<file path="config.mk">
export PLATFORM = sky130hd
export DESIGN_NAME = life_automaton_row_step
export DESIGN_NICKNAME = d
export VERILOG_FILES = /design/src/sv/lrs_pkg.sv /design/src/sv/lrs_lane.sv /design/src/sv/lrs_core.sv /design/src/sv/lrs_outq.sv /design/src/sv/life_automaton_row_step.sv
export SDC_FILE = /design/constraint.sdc
export NUM_CORES = 2
export LEC_CHECK = 0
export ABC_AREA = 1
export BUFFER_PORTS_ARGS = -buffer_cell sky130_fd_sc_hd__buf_2
export CORE_ASPECT_RATIO = 0.5
export CORE_UTILIZATION = 51
export CTS_BUF_LIST = sky130_fd_sc_hd__clkbuf_4
export CTS_CLUSTER_SIZE = 10
export DETAILED_ROUTE_END_ITERATION = 8
export PLACE_DENSITY = 0.65
export SYNTH_ARGS = -nofsm -noshare
export SYNTH_HDL_FRONTEND = slang
export SYNTH_SLANG_ARGS = --single-unit
</file>
<file path="constraint.sdc">
create_clock -name clk -period 8.15 [get_ports clk]
set_input_delay 0.4075 -clock clk [delete_from_list [all_inputs] [get_ports clk]]
set_output_delay 0.4075 -clock clk [all_outputs]
set_load 0.005 [all_outputs]
</file>
<file path="src/sv/lrs_pkg.sv">
// ----------------------------------------------------------------------------
// lrs_pkg: shared types and helpers for the Life row stepper
// Row and register widths, the result beat layout and the column mask
// helpers used by the top level and the lane array.
// ----------------------------------------------------------------------------
package lrs_pkg;

  // Widest grid the block supports, in columns.
  localparam int MAX_WIDTH = 64;
  // Width of the grid width register.
  localparam int CFG_W     = 7;
  // Depth of the result queue and its pointer width.
  localparam int QDEPTH    = 4;
  localparam int QPTR_W    = 2;
  localparam int QCNT_W    = 3;

  // One result beat.
  typedef struct packed {
    logic [MAX_WIDTH-1:0] next_row;
    logic                 frame_end;
    logic                 grid_changed;
  } lrs_res_t;

  // Results that one accepted row pushes into the queue, first one in slot 0.
  typedef struct packed {
    logic [1:0] count;
    lrs_res_t   slot0;
    lrs_res_t   slot1;
  } lrs_push_t;

  // Width in force, clamped to the widest supported grid.
  function automatic logic [CFG_W-1:0] eff_width(input logic [CFG_W-1:0] w);
    logic [CFG_W-1:0] r;
    r = (w > CFG_W'(MAX_WIDTH)) ? CFG_W'(MAX_WIDTH) : w;
    return r;
  endfunction

  // Ones over the columns in use.
  function automatic logic [MAX_WIDTH-1:0] width_mask(input logic [CFG_W-1:0] w);
    logic [MAX_WIDTH-1:0] m;
    if (w >= CFG_W'(MAX_WIDTH)) begin
      m = '1;
    end else begin
      m = (MAX_WIDTH'(1) << w) - MAX_WIDTH'(1);
    end
    return m;
  endfunction

  // Ones over the columns in use, without the two border columns.
  function automatic logic [MAX_WIDTH-1:0] interior_mask(input logic [CFG_W-1:0] w);
    logic [MAX_WIDTH-1:0] m;
    m = width_mask(w);
    if (w == '0) begin
      m = '0;
    end else begin
      m = m & ~MAX_WIDTH'(1);
      m = m & ~(MAX_WIDTH'(1) << (w - CFG_W'(1)));
    end
    return m;
  endfunction

endpackage

</file>
<file path="src/sv/lrs_lane.sv">
// ----------------------------------------------------------------------------
// lrs_lane: next state of one cell
// Counts the eight neighbors of one cell and applies birth on three and
// survival on two or three.
// ----------------------------------------------------------------------------
module lrs_lane (
  input  logic [2:0] up,
  input  logic [2:0] mid,
  input  logic [2:0] down,
  input  logic       en,
  output logic       alive
);

  logic [3:0] nbr;

  // Neighbor count, the cell itself left out.
  assign nbr = 4'(up[0]) + 4'(up[1]) + 4'(up[2])
             + 4'(mid[0]) + 4'(mid[2])
             + 4'(down[0]) + 4'(down[1]) + 4'(down[2]);

  // Birth and survival rule, only for interior columns.
  assign alive = en && ((nbr == 4'd3) || ((nbr == 4'd2) && mid[1]));

endmodule

</file>
<file path="src/sv/lrs_core.sv">
// ----------------------------------------------------------------------------
// lrs_core: lane array and change merge
// One lane per interior column computes the next row side by side; the
// merge stage folds the per-column differences into one change flag.
// ----------------------------------------------------------------------------
module lrs_core (
  input  logic [lrs_pkg::MAX_WIDTH-1:0] up_row,
  input  logic [lrs_pkg::MAX_WIDTH-1:0] mid_row,
  input  logic [lrs_pkg::MAX_WIDTH-1:0] down_row,
  input  logic [lrs_pkg::MAX_WIDTH-1:0] inner,
  output logic [lrs_pkg::MAX_WIDTH-1:0] next_row,
  output logic                          changed
);

  localparam int W = lrs_pkg::MAX_WIDTH;

  // Border columns of the next generation are always dead.
  assign next_row[0]   = 1'b0;
  assign next_row[W-1] = 1'b0;

  // One lane per column that has both neighbors.
  for (genvar j = 1; j < W - 1; j++) begin : g_lane
    lrs_lane u_lane (
      .up    (up_row[j+1:j-1]),
      .mid   (mid_row[j+1:j-1]),
      .down  (down_row[j+1:j-1]),
      .en    (inner[j]),
      .alive (next_row[j])
    );
  end

  // Merge: any column whose next state differs from its present state.
  assign changed = |(next_row ^ mid_row);

endmodule

</file>
<file path="src/sv/lrs_outq.sv">
// ----------------------------------------------------------------------------
// lrs_outq: result queue
// Small queue that takes up to two result beats a cycle and hands out one,
// so a row that ends a frame does not hold up the input side.
// ----------------------------------------------------------------------------
module lrs_outq (
  input  logic                clk,
  input  logic                rst_n,
  input  lrs_pkg::lrs_push_t  push,
  input  logic                pop,
  output logic                not_empty,
  output logic                almost_full,
  output lrs_pkg::lrs_res_t   head
);

  localparam int QDEPTH = lrs_pkg::QDEPTH;
  localparam int QPTR_W = lrs_pkg::QPTR_W;
  localparam int QCNT_W = lrs_pkg::QCNT_W;

  lrs_pkg::lrs_res_t    entries_r [QDEPTH];
  logic [QPTR_W-1:0]    wr_ptr_r, wr_ptr_nxt;
  logic [QPTR_W-1:0]    rd_ptr_r, rd_ptr_nxt;
  logic [QCNT_W-1:0]    count_r, count_nxt;
  logic [QPTR_W-1:0]    wr_ptr_p1;

  assign wr_ptr_p1 = wr_ptr_r + QPTR_W'(1);

  // Pointer and fill count update.
  always_comb begin
    wr_ptr_nxt = wr_ptr_r + QPTR_W'(push.count);
    rd_ptr_nxt = pop ? rd_ptr_r + QPTR_W'(1) : rd_ptr_r;
    count_nxt  = count_r + QCNT_W'(push.count) - QCNT_W'(pop);
  end

  always_ff @(posedge clk) begin
    if (!rst_n) begin
      wr_ptr_r <= '0;
      rd_ptr_r <= '0;
      count_r  <= '0;
    end else begin
      wr_ptr_r <= wr_ptr_nxt;
      rd_ptr_r <= rd_ptr_nxt;
      count_r  <= count_nxt;
    end
  end

  // Entry writes, first result at the write pointer, second just after it.
  always_ff @(posedge clk) begin
    if (push.count != 2'd0) begin
      entries_r[wr_ptr_r] <= push.slot0;
    end
    if (push.count == 2'd2) begin
      entries_r[wr_ptr_p1] <= push.slot1;
    end
  end

  assign head        = entries_r[rd_ptr_r];
  assign not_empty   = (count_r != '0);
  // Fewer than two free entries: a new row could not be stored.
  assign almost_full = (count_r > QCNT_W'(QDEPTH - 2));

endmodule

</file>
<file path="src/sv/life_automaton_row_step.sv">
// ----------------------------------------------------------------------------
// life_automaton_row_step: one Conway Life generation, one row per beat
// Streams a grid row by row and returns the next generation, one row behind.
// ----------------------------------------------------------------------------
// Rows are accepted at one per clock while in_stall is low: all 64 columns
// of a next row are computed side by side by the lane array in the cycle the
// row arrives, and the results go into a four-entry queue. Each row yields
// one result beat, except that the first row of a frame yields none of its
// own; the bottom row adds the zero bottom row carrying frame_end and
// grid_changed, so a frame of one row yields that single beat. The output
// side drains one beat per clock while out_stall is low, so the sustained
// rate is one row per clock; in_stall rises while three or more beats wait
// in the queue. Result beats are registered in the queue before they reach
// the output. Writes to the grid width take effect on the next row.
// ----------------------------------------------------------------------------
module life_automaton_row_step (
  input  logic                          clk,
  input  logic                          rst_n,
  input  logic                          cfg_wr_en,
  input  logic [lrs_pkg::CFG_W-1:0]     cfg_wr_data,
  input  logic                          in_valid,
  output logic                          in_stall,
  input  logic [lrs_pkg::MAX_WIDTH-1:0] in_row_cells,
  input  logic                          in_row_last,
  output logic                          out_valid,
  input  logic                          out_stall,
  output logic [lrs_pkg::MAX_WIDTH-1:0] out_next_row,
  output logic                          out_frame_end,
  output logic                          out_grid_changed
);

  localparam int W     = lrs_pkg::MAX_WIDTH;
  localparam int CFG_W = lrs_pkg::CFG_W;

  logic [CFG_W-1:0]   grid_width_r;
  logic [W-1:0]       upper_row_r, upper_row_nxt;
  logic [W-1:0]       middle_row_r, middle_row_nxt;
  logic [1:0]         rows_seen_r, rows_seen_nxt;
  logic               change_seen_r, change_seen_nxt;

  logic [CFG_W-1:0]   width;
  logic [W-1:0]       mask, inner;
  logic [W-1:0]       up_m, mid_m, cur_m;
  logic [W-1:0]       core_next;
  logic               core_changed;
  logic               change_row;
  logic               change_all;
  logic               accept;
  logic               pop;
  logic               q_not_empty, q_almost_full;
  lrs_pkg::lrs_push_t push;
  lrs_pkg::lrs_res_t  row_res, end_res, head;

  // Grid width register.
  always_ff @(posedge clk) begin
    if (!rst_n) begin
      grid_width_r <= CFG_W'(lrs_pkg::MAX_WIDTH);
    end else if (cfg_wr_en) begin
      grid_width_r <= cfg_wr_data;
    end
  end

  // Column masks for the width in force; stored rows are masked at use.
  assign width = lrs_pkg::eff_width(grid_width_r);
  assign mask  = lrs_pkg::width_mask(width);
  assign inner = lrs_pkg::interior_mask(width);
  assign up_m  = upper_row_r & mask;
  assign mid_m = middle_row_r & mask;
  assign cur_m = in_row_cells & mask;

  lrs_core u_core (
    .up_row   (up_m),
    .mid_row  (mid_m),
    .down_row (cur_m),
    .inner    (inner),
    .next_row (core_next),
    .changed  (core_changed)
  );

  assign accept = in_valid && !in_stall;

  // Results of the current row and the change flag they carry.
  always_comb begin
    case (rows_seen_r)
      2'd0:    change_row = 1'b0;
      2'd1:    change_row = (mid_m != '0);
      default: change_row = core_changed;
    endcase
    change_all = change_seen_r || change_row || (in_row_last && (cur_m != '0));

    row_res.next_row     = (rows_seen_r == 2'd1) ? '0 : core_next;
    row_res.frame_end    = 1'b0;
    row_res.grid_changed = 1'b0;

    end_res.next_row     = '0;
    end_res.frame_end    = 1'b1;
    end_res.grid_changed = change_all;

    if (rows_seen_r == 2'd0) begin
      push.count = accept && in_row_last ? 2'd1 : 2'd0;
      push.slot0 = end_res;
      push.slot1 = end_res;
    end else begin
      push.count = !accept ? 2'd0 : (in_row_last ? 2'd2 : 2'd1);
      push.slot0 = row_res;
      push.slot1 = end_res;
    end
  end

  // Row buffers and frame state.
  always_comb begin
    upper_row_nxt   = upper_row_r;
    middle_row_nxt  = middle_row_r;
    rows_seen_nxt   = rows_seen_r;
    change_seen_nxt = change_seen_r;
    if (accept) begin
      if (in_row_last) begin
        upper_row_nxt   = '0;
        middle_row_nxt  = '0;
        rows_seen_nxt   = 2'd0;
        change_seen_nxt = 1'b0;
      end else begin
        upper_row_nxt   = middle_row_r;
        middle_row_nxt  = in_row_cells;
        rows_seen_nxt   = (rows_seen_r == 2'd2) ? 2'd2 : rows_seen_r + 2'd1;
        change_seen_nxt = change_seen_r || change_row;
      end
    end
  end

  always_ff @(posedge clk) begin
    if (!rst_n) begin
      upper_row_r   <= '0;
      middle_row_r  <= '0;
      rows_seen_r   <= 2'd0;
      change_seen_r <= 1'b0;
    end else begin
      upper_row_r   <= upper_row_nxt;
      middle_row_r  <= middle_row_nxt;
      rows_seen_r   <= rows_seen_nxt;
      change_seen_r <= change_seen_nxt;
    end
  end

  // Result queue and output beat.
  assign pop = q_not_empty && !out_stall;

  lrs_outq u_outq (
    .clk         (clk),
    .rst_n       (rst_n),
    .push        (push),
    .pop         (pop),
    .not_empty   (q_not_empty),
    .almost_full (q_almost_full),
    .head        (head)
  );

  assign in_stall         = q_almost_full;
  assign out_valid        = q_not_empty;
  assign out_next_row     = head.next_row;
  assign out_frame_end    = head.frame_end;
  assign out_grid_changed = head.grid_changed;

endmodule
</file>
; Word level (Yosys, flattened, before mapping)
; Memory sizes are Yosys's and may differ from the RTL's. A register that Yosys moved wholly into a read port is not among the register bits.
; Index checks and enable logic that the tools add are counted.
[word_totals]
input_bits = 77
n_memories = 1
reg_bits = 145
ramBits = 264
word_cells = 810
[mem_list]
columns = name, depth, word_bits, read_ports, rd_clocked_by_memory_dff, wr, line_no
row1 = u_outq.entries_r, 4, 66, 1, 1, 2, lrs_outq.sv:20  ; lrs_pkg::lrs_res_t entries_r [QDEPTH];
[classes]
bitwise_logic = 6
reduce_logical = 201
n_eq_ne = 127
shift = 2
n_mux = 20
addsub = 442
magnitude_cmp = 3
[op_table]
columns = op, n
row1 = 4-bit by 1-bit adder with 4-bit output, 372
row2 = "4-bit by 2-bit equality test with 1-bit output, second input constant", 124
row3 = 64-bit AND, 3
row4 = 64-bit two-way mux, 3
row5 = 134-bit two-way mux, 1
row6 = 1-bit logical AND, 128
row7 = 64-bit nonzero test, 2
row8 = 63-bit two-way mux, 2
row9 = 1-bit by 1-bit adder with 2-bit output, 62
row10 = 1-bit logical OR, 64
row11 = 64-bit OR reduction, 1
row12 = "1-bit by 7-bit left shift with 64-bit output, first input constant", 1
row13 = "64-bit by 2-bit subtractor with 64-bit output, second input constant", 1
row14 = 63-bit by 64-bit XOR with 64-bit output, 1
row15 = 63-bit AND, 1
row16 = 63-bit NOT, 1
row17 = "1-bit by 7-bit left shift with 63-bit output, first input constant", 1
row18 = 2-bit two-way mux, 6
row19 = "7-bit greater-or-equal comparator, second input constant", 1
row20 = "7-bit > comparator, second input constant", 1
row21 = 7-bit zero test, 1
row22 = 7-bit two-way mux, 1
row23 = "7-bit by 1-bit subtractor with 7-bit output, second input constant", 1
row24 = "2-bit by 1-bit adder with 2-bit output, second input constant", 3
row25 = 12 further kinds, 19

; Logic depth before layout (Yosys ltp)
[depth]
ltp_word = 26
mapped_depth = 41

; Cells and area by module
; A second synthesis with hierarchy kept.
[hier_totals]
hier_cells = 5493
area_unflattened_um2 = 37963.9
[modules_own_cells]
columns = module, cells_per_inst, instances, area_per_inst_um2
row1 = lrs_outq, 1490, 1, 13864.5
row2 = lrs_lane, 29, 62, 201.4
row3 = life_automaton_row_step, 1860, 1, 10283.6
row4 = lrs_core, 345, 1, 1326.3

; Least setup slack after synthesis
; No wires, ideal clock.
[synth_path]
path_type = reg2reg
from = reg grid_width_r[6]
to = mem u_outq.entries_r[0][0] (netlist bit) (data pin)
arrival_time_ns = 6.118
stages_incl_launch_ff = 35
setup_ns = 0.249
slack_ns = 1.783
required_time_ns = 7.901
period_less_slack_ns = 6.367
n_path_buf = 3
path_cell_list = dfxtp_1 buf_4 inv_4 nand2_2 nor2_1 inv_1 clkbuf_1 clkbuf_1 ha_1 nand3_2 nor2_4 nand2_1 nor2_1 nand4_1 a21boi_0 ha_1 fa_1 fa_1 inv_1 fa_1 fa_1 xor2_1 o211ai_1 nor4_1 nand3_1 nand2_1 nand3_1 nor2_1 nand2_1 nor2_1 nand3_1 nand2_1 nand3_2 nand2_1 inv_1
[synth_lines]
columns = element, line_no
row1 = from (decl), life_automaton_row_step.sv:35  ; logic [CFG_W-1:0] grid_width_r;
row2 = from (signal assigned), life_automaton_row_step.sv:57  ; grid_width_r <= CFG_W'(lrs_pkg::MAX_WIDTH);
row3 = from (signal assigned), life_automaton_row_step.sv:59  ; grid_width_r <= cfg_wr_data;
row4 = to (decl), lrs_outq.sv:20

==> metrics <==
GR Layer Usage met2=0.4766; vias in the first global route=29,781; synthesis warning total=0; worst hold path class=in -> reg; hold depth=4; drt wl/cell=18.82 microns; slowest stage delay, CP=540 ps; placed cell areas=34,150 sq um; setup tns final=0 ps; CTS tree=yes; synthesized instance count=4,568; DR iter-0 viols=2,852; synthesized area=32,330 sq um; most common cell after layout, fill and taps aside=inv_1; CTS Buffer Depth=3; # H-tree levels=3; clock slew at reported path FFs=90 ps; Residual DRC=0; Fin. Hold Viols=0; startpoint of the worst setup timing path=grid_width_r[6]$_SDFFE_PN1P_; CTS Root Cell=clkbuf_4; RSZ-0062 raised after global routing=no; CP endpoint=u_outq.entries_r[1][0]$_DFFE_PP_; status=completed; Synth top area share=0.2471; Post-Layout Cell Count=5,718; share of layout cells above drive strength 1=0.1064; Unique masters post-synth=52; Final Cell Area=36,340 sq um; number of flops mapped to enable cells by yosys=4; R2R Setup Slk=350 ps; Placer Congestion=0.9971; DRT antenna net count=0; starting density of the core=0.5222; initial antenna violation count=7; Vias per Instance=5.486; worst clock skew=129.4 ps; static leakage=0.01869 uW; power per cell area=218.2 nW/um^2; Seq/Total Area, Yosys=0.2508; Worst Path Required=8970 ps; count of state elements after synthesis=403; Core Region=61,900 sq um; worst reg2reg path endpoint=u_outq.entries_r[1][0]$_DFFE_PP_; Fmax=128.1 MHz; Ports=145; CP max-delay cell=dfxtp_1; Total GRT Usage=0.3342; type of origin of the critical path=flop; most area-consuming cells after synthesis=dfxtp_1 (25%), fa_1 (15%), inv_1 (12%), nand2_1 (9.1%), ha_1 (7.5%); die area=64,460 sq um; overall routed net length=107.6 mm; commonest non-fill, non-tap cells in the layout=inv_1 (1,010), nand2_1 (784), nor2_1 (410); Num CTS Buffers=96; final period utilization=0.9576; port bufs=142; area leader, netlist=dfxtp_1; total power=7931 uW; Fin Hold WS=118.6 ps; data arrival time at the worst-slack endpoint=8630 ps; asr flop ratio synth=0; Avg Cell Area, Syn=7.077 sq um; # rows=64; r2r startpoint=grid_width_r[6]$_SDFFE_PN1P_; Die Y=180.0 microns; Post CTS Setup Buffer Count=0; Die X=358.0 microns; grt ovf=0; GR Layer Usage met3=0.08132; busiest grt layer=met1; crit path max fanout=17; Crit Path Class=reg -> reg; Placed Instances=5,457; Tightest Pin Transition=1036 ps; Worst slew margin=0.3067; clock sinks=403; iteration count of the initial detailed-routing pass=7; Via Count=31,369; max-slew violation count=0; DP Wirelength=80.06 mm; Tmin final=7804 ps; # setup viols final=0; Synth-to-Final Area Change=12.42%; final net count=5,329; first-pass GRT wire length=167.1 mm; worst skew pair latency=1060 ps; pin count of the biggest net entering global routing=109; Max-Cap Viols=0; peak supply drop=130.4 uV; Worst setup EP type=flop; worst min-delay path startpoint=in_valid; top_reg_cell synth=dfxtp_1; M1 GR Usage=0.5044; R2R cell count=36
==> registers in the layout, summed over array words and instances, names as in the netlist, named ones only <==
signal	count
u_outq.entries_r	256
change_seen_r	1
rows_seen_r	2
u_outq.count_r	3
grid_width_r	7
upper_row_r	64
u_outq.rd_ptr_r	2
middle_row_r	64
u_outq.wr_ptr_r	2
==> power by group <==
| part | switching, uW | total [uW] | internal (uW) |
|---|---|---|---|
| sequential | 255 | 2780 | 2530 |
| combinational | 2020 | 3280 | 1260 |
| clock | 933 | 1870 | 934 |
| total | 3210 | 7930 | 4720 |
==> worst min-delay path by stage <==
stage	end	slack, ps
floorplan	u_outq.entries_r[1][1]$_SDFFE_PP1P_	420
global placement	u_outq.entries_r[1][1]$_SDFFE_PP1P_	440
detailed placement	u_outq.entries_r[2][1]$_SDFFE_PP1P_	440
CTS	middle_row_r[60]$_SDFFE_PN0P_	30
global route	middle_row_r[61]$_SDFFE_PN0P_	100
finish	middle_row_r[60]$_SDFFE_PN0P_	120
==> cell families (layout without fill, tap and decap cells) <==
family	Yosys count	after routing	synth area share
other	1	8	0.0001160
AOI/OAI and AO/OA	849	849	0.1490
adders and majority gates	442	442	0.2287
xor gates and xnor gates	26	26	0.007044
DFF	403	403	0.2508
buffers and inverters	1205	1523	0.1419
and+or+nand+nor	1642	1642	0.2224
==> synthesized netlist by cell type (all sizes together), types with 29 or more instances <==
cell	number
a21oi	406
nor3	30
nand2	798
o22ai	250
fa	248
nor2	452
nand3	199
o21ai	104
buf	29
ha	194
nand4	117
dfxtp	399
clkbuf	144
inv	1031
==> area by class of cell <==
type                       instances  area [sq um]
multi-input combinational       2961         19750
sequential                       403          8109
tap                              825          1032
timing repair buffer             316          2217
clock buffer                     149          1119
fill                            6048         25560
antenna                            6         15.01
inverter                        1032          3884
clock inverter                    26         211.5
==> routing by layer <==
metal,vias to the layer above,part of all wire
li1,15141,-
met4,2,0.016
met3,142,0.098
met2,1153,0.41
met5,-,0.00010
met1,14931,0.48
==> critical path, delay by kind of cell (launching register included) <==
family                   cells  cell delay [ps]
AO/OA/AOI/OAI                1              140
adder cells (fa/ha/maj)      5             2130
buffers and inverters        9             1060
flip-flops                   1              540
AND/OR/NAND/NOR             21             3650
==> metrics by stage <==
step | util | setup WS, ps
after floorplan | - | 1783
after CTS | 0.5861 | 269.8
final | 0.5871 | 345.9
after global placement | 0.5516 | 472.4
after global routing | 0.5871 | 19.61
after detailed placement | 0.5516 | 329.2
==> what timing repair did <==
| item | CTS | global route |
|---|---|---|
| resized for setup | 0 | 10 |
| endpoints found under the hold margin | 82 | 0 |
| endpoints found under the setup margin | 0 | 5 |
| hold buffers | 80 | 0 |
Note: power is estimated with default switching activity, not from simulation.
